[src/hw/rtl/mfsgd_pkg.sv]
// ----------------------------------------------------------------------------
// mfsgd_pkg : shared types and constants for the SGD factor update core
// Sizes, fixed-point widths, transaction structs, opcodes and FSM states.
// ----------------------------------------------------------------------------
package mfsgd_pkg;

   localparam int unsigned USERS = 1024;
   localparam int unsigned ITEMS = 1024;
   localparam int unsigned RANK  = 16;
   localparam int unsigned FRAC  = 16;   // fraction bits of the factor format

   localparam int unsigned UDEPTH = USERS * RANK;
   localparam int unsigned IDEPTH = ITEMS * RANK;
   localparam int unsigned UA_W   = (UDEPTH > 1) ? $clog2(UDEPTH) : 1;
   localparam int unsigned IA_W   = (IDEPTH > 1) ? $clog2(IDEPTH) : 1;
   localparam int unsigned K_W    = (RANK > 1) ? $clog2(RANK) : 1;
   localparam int unsigned CNT_W  = $clog2(RANK + 1);
   localparam logic [K_W-1:0] K_LAST = K_W'(RANK - 1);

   // dot product accumulator and error
   localparam int unsigned ACC_W = 64 - FRAC + CNT_W;
   localparam int unsigned ERR_W = ACC_W + 1;
   // update datapath
   localparam int unsigned BF_W = 49;            // beta (17 signed) * factor (32)
   localparam int unsigned D_W  = 66 - FRAC;     // 2*grad - reg
   localparam int unsigned H_W  = D_W - 16;      // high part of d
   localparam int unsigned HA_W = H_W + 17;      // high part * alpha
   localparam int unsigned S_W  = HA_W + 1;      // factor + step

   localparam logic signed [31:0] S32_MAX = 32'sh7FFF_FFFF;
   localparam logic signed [31:0] S32_MIN = -32'sh7FFF_FFFF - 32'sd1;

   localparam logic [15:0] ALPHA_RESET = 16'd655;
   localparam logic [15:0] BETA_RESET  = 16'd1311;

   localparam logic CSR_ALPHA = 1'b0;
   localparam logic CSR_BETA  = 1'b1;

   localparam logic [2:0] OP_WR_USER = 3'd0;
   localparam logic [2:0] OP_WR_ITEM = 3'd1;
   localparam logic [2:0] OP_RD_USER = 3'd2;
   localparam logic [2:0] OP_RD_ITEM = 3'd3;
   localparam logic [2:0] OP_TRAIN   = 3'd4;

   typedef struct packed {
      logic [2:0]         opcode;
      logic [9:0]         user_index;
      logic [9:0]         item_index;
      logic [3:0]         factor_index;
      logic signed [31:0] write_value;
      logic [7:0]         rating;
   } req_type;

   typedef struct packed {
      logic signed [31:0] read_value;
      logic signed [31:0] prediction_error;
      logic               update_skipped;
      logic               saturated;
   } rsp_type;

   typedef struct packed {
      logic           vld;
      logic [K_W-1:0] idx;
   } upd_tag_type;

   typedef enum logic [2:0] {
      S_IDLE,
      S_ACCESS,
      S_FETCH,
      S_MACWAIT,
      S_ERR,
      S_UPDATE,
      S_WBWAIT,
      S_DONE
   } state_type;

endpackage

[src/hw/rtl/mfsgd_cell.sv]
// ----------------------------------------------------------------------------
// mfsgd_cell : one factor-pair cell of the shift chain
// Holds a user/item factor pair and passes it on when the chain shifts.
// ----------------------------------------------------------------------------
module mfsgd_cell (
   input  logic               clock,
   input  logic               shift_i,
   input  logic signed [31:0] p_i,
   input  logic signed [31:0] q_i,
   output logic signed [31:0] p_o,
   output logic signed [31:0] q_o
);
   import mfsgd_pkg::*;

   logic signed [31:0] p_ff, p_in;
   logic signed [31:0] q_ff, q_in;

   always_comb begin
      p_in = shift_i ? p_i : p_ff;
      q_in = shift_i ? q_i : q_ff;
   end

   always_ff @(posedge clock) begin
      p_ff <= p_in;
      q_ff <= q_in;
   end

   assign p_o = p_ff;
   assign q_o = q_ff;

endmodule

[config.mk]
export PLATFORM = sky130hd
export DESIGN_NAME = mfsgd_cell
export DESIGN_NICKNAME = d
export VERILOG_FILES = /design/src/hw/rtl/mfsgd_pkg.sv /design/src/hw/rtl/mfsgd_cell.sv
export SDC_FILE = /design/constraint.sdc
export NUM_CORES = 1
export LEC_CHECK = 0
export BUFFER_PORTS_ARGS = -buffer_cell sky130_fd_sc_hd__buf_2
export CAP_MARGIN = 20
export CELL_PAD_IN_SITES_DETAIL_PLACEMENT = 0
export CELL_PAD_IN_SITES_GLOBAL_PLACEMENT = 1
export CORE_ASPECT_RATIO = 1.1
export CORE_UTILIZATION = 29
export CTS_BUF_LIST = sky130_fd_sc_hd__clkbuf_16
export DETAILED_ROUTE_END_ITERATION = 8
export PLACE_DENSITY = 0.8
export SLEW_MARGIN = 20
export SYNTH_ARGS = -nofsm -noshare
export SYNTH_HDL_FRONTEND = slang
export SYNTH_SLANG_ARGS = --single-unit
[constraint.sdc]
create_clock -name clock -period 0.8 [get_ports clock]
set_input_delay 0.08 -clock clock [delete_from_list [all_inputs] [get_ports clock]]
set_output_delay 0.08 -clock clock [all_outputs]
set_load 0.05 [all_outputs]
==> results.cfg <==
[setup_path]
critPathCaptureType = output port
crit_buf_inv = 1
critPathRequiredTime_ns = 0.72
path_depth = 1
critPathMaxStageDelay_ns = 0.40
cp-start-kind = register
cp_data_arrival_time_ns = 0.89
cp_top_family = flip-flops
crit_slowest_cell = edfxtp_1
crit_chain = buf_6
critPathKind = reg -> out
cp_max_fo = 1

[global_route]
grt_use_total_pct = 16.0
grt_max_degree = 37
antenna_found_initial = 0
grt_pass1_vias = 1656
grt_pass1_wl_mm = 7.72
gr-total-overflow = 0

[timing]
hold_slack_ns = 0.252
finalMaxSlewViolations = 0
max_clock_freq_mhz = 1030
rsz0062_at_grt = true
hold_viol_final = 0
fin_crit_sh_pct = 121
period_minus_slack_ns = 0.969
setup_tns_ns = -9.14
tightest_slew_ns = 0.192
max_slew_margin_pct = 87.2
setup_ws_ns = -0.169
setup_viol = 64

[synth]
postSynthCellCount = 64
syn_nets = 130
avgSynthCellArea_um2 = 30.0
synth_cell_types = 1
synth_top_area_cell = edfxtp_1
yosysWarningCount = 0
netlist_area_mm2 = 0.00192
synthTopCellsByArea = edfxtp_1 100%
synth_top_area_share_pct = 100
synth_seq_cells = 64
ys_seq_area_share_pct = 100

[placed_design]
dpl_cell_area_mm2 = 0.00271
port_buffers = 129
place_ws_ns = 0.0297
gp_congestion = 0.670

[power_and_ir_drop]
p_leak_uw = 0.00171
p_clk_share_pct = 39.4
p_switching_uw = 2580
power_uw = 10100
p_seq_share_pct = 40.9
p_comb_share_pct = 19.6
switching_share_pct = 25.6
power_density_mw_per_mm2 = 2480
ir_drop_v = 0.00163
p_int_uw = 7500

[drt]
num_vias = 1431
drt-pass1-iter-count = 4
ant_nets = 0
drt-initial-drc-count = 35
drc = 0
via_per_inst = 4.03
wire_per_inst_um = 14.6
routed_wirelength_mm = 5.18

[clock_network]
cts-buffers-inserted = 9
clock-sinks = 64
clockRootBuffer = clkbuf_16
cts_tree = built
cts_max_level = 3
cts.reportedPaths.clkPinSlew_ns = 0.05
cts.path.max_buffers = 2

[finish]
multiInputGateArea_um2 = 0
fin_nets = 336
drive_above_1_share_pct = 53.1
n_antenna_cell = 0
stdcell_area_mm2 = 0.00406
multi_input_cells = 0
syn2layout_area_growth_pct = 111

[floorplanning]
die_w_um = 79.6
die-area_mm2 = 0.00696
io_pins = 130
die_h_um = 87.4
placementRows = 30
start_util_pct = 30.7
coreArea_mm2 = 0.00627

[worst_hold_path]
hold_path_depth = 2
hp-class = in -> reg
min_from = shift_i
hold-path-endpoint = p_o[15]

[run_status]
violations = setup timing
outcome = finished, violations left

[run]
drv_cap = 0
==> synthesized netlist by cell type <==
master	number
edfxtp_1	64
==> through the flow <==
step                      utilization [%]  cells
after detailed placement             43.2    275
final                                64.8    355
after global placement               43.2    275
after global routing                 64.8    355
after CTS                            64.8    355
after floorplan                         -     64
==> power by group through the flow <==
stage / clock network, µW / logic (µW) / registers, µW
after detailed placement: 0 / 1420 / 4120
after CTS: 4080 / 1970 / 4120
after floorplan: 0 / 0 / 5060
final: 3970 / 1980 / 4120
after global routing: 4230 / 2040 / 4150
after global placement: 0 / 1410 / 4100
==> sequential cells by signal (all words and copies together), names as in the netlist <==
register / flops
q_o: 32
p_o: 32
==> cells by family after synthesis <==
logic type	count (synthesis)	synth area share [%]
flops	64	100
==> cell type report <==
| cell class | count | area [µm²] |
|---|---|---|
| fill | 446 | 2210 |
| sequential | 64 | 1920 |
| timing repair buffer | 195 | 1730 |
| clock buffer | 9 | 225 |
| tap | 80 | 100 |
| clock inverter | 7 | 86.3 |
==> worst max-delay path by stage <==
stage                         end    start  slack [ns]
after global routing      q_o[15]  q_o[15]       -0.21
after CTS                 q_o[15]  q_o[15]       -0.18
final                     q_o[15]  q_o[15]       -0.17
after global placement    p_o[28]  shift_i        0.04
after detailed placement  p_o[28]  shift_i        0.03
after floorplan            p_o[0]   p_o[0]        0.12
==> metal layers <==
metal	GRT usage [%]	vias to the layer above	routed length, µm
met5	0	-	0
met4	8.43	0	151
met3	7.75	14	445
met2	28.1	88	2760
met1	15.2	655	1820
li1	-	674	-
==> layout by cell type, fill, tap and decap left out <==
cell type       n
edfxtp_1       64
bufinv_16       2
clkinv_1        1
clkbuf_16       9
dlygate4sd3_1  64
clkinvlp_4      1
clkinv_2        3
buf_12          2
buf_2          65
buf_6          64
==> repair_timing <==
item / in CTS / in global routing
buffers inserted: 0 / 0
setup endpoints to repair: 64 / 64
gates resized for setup: 128 / 0
hold buffers: 64 / 0
endpoints found under the hold margin: 64 / 0
No activity file was read; power rests on OpenSTA's default activity.
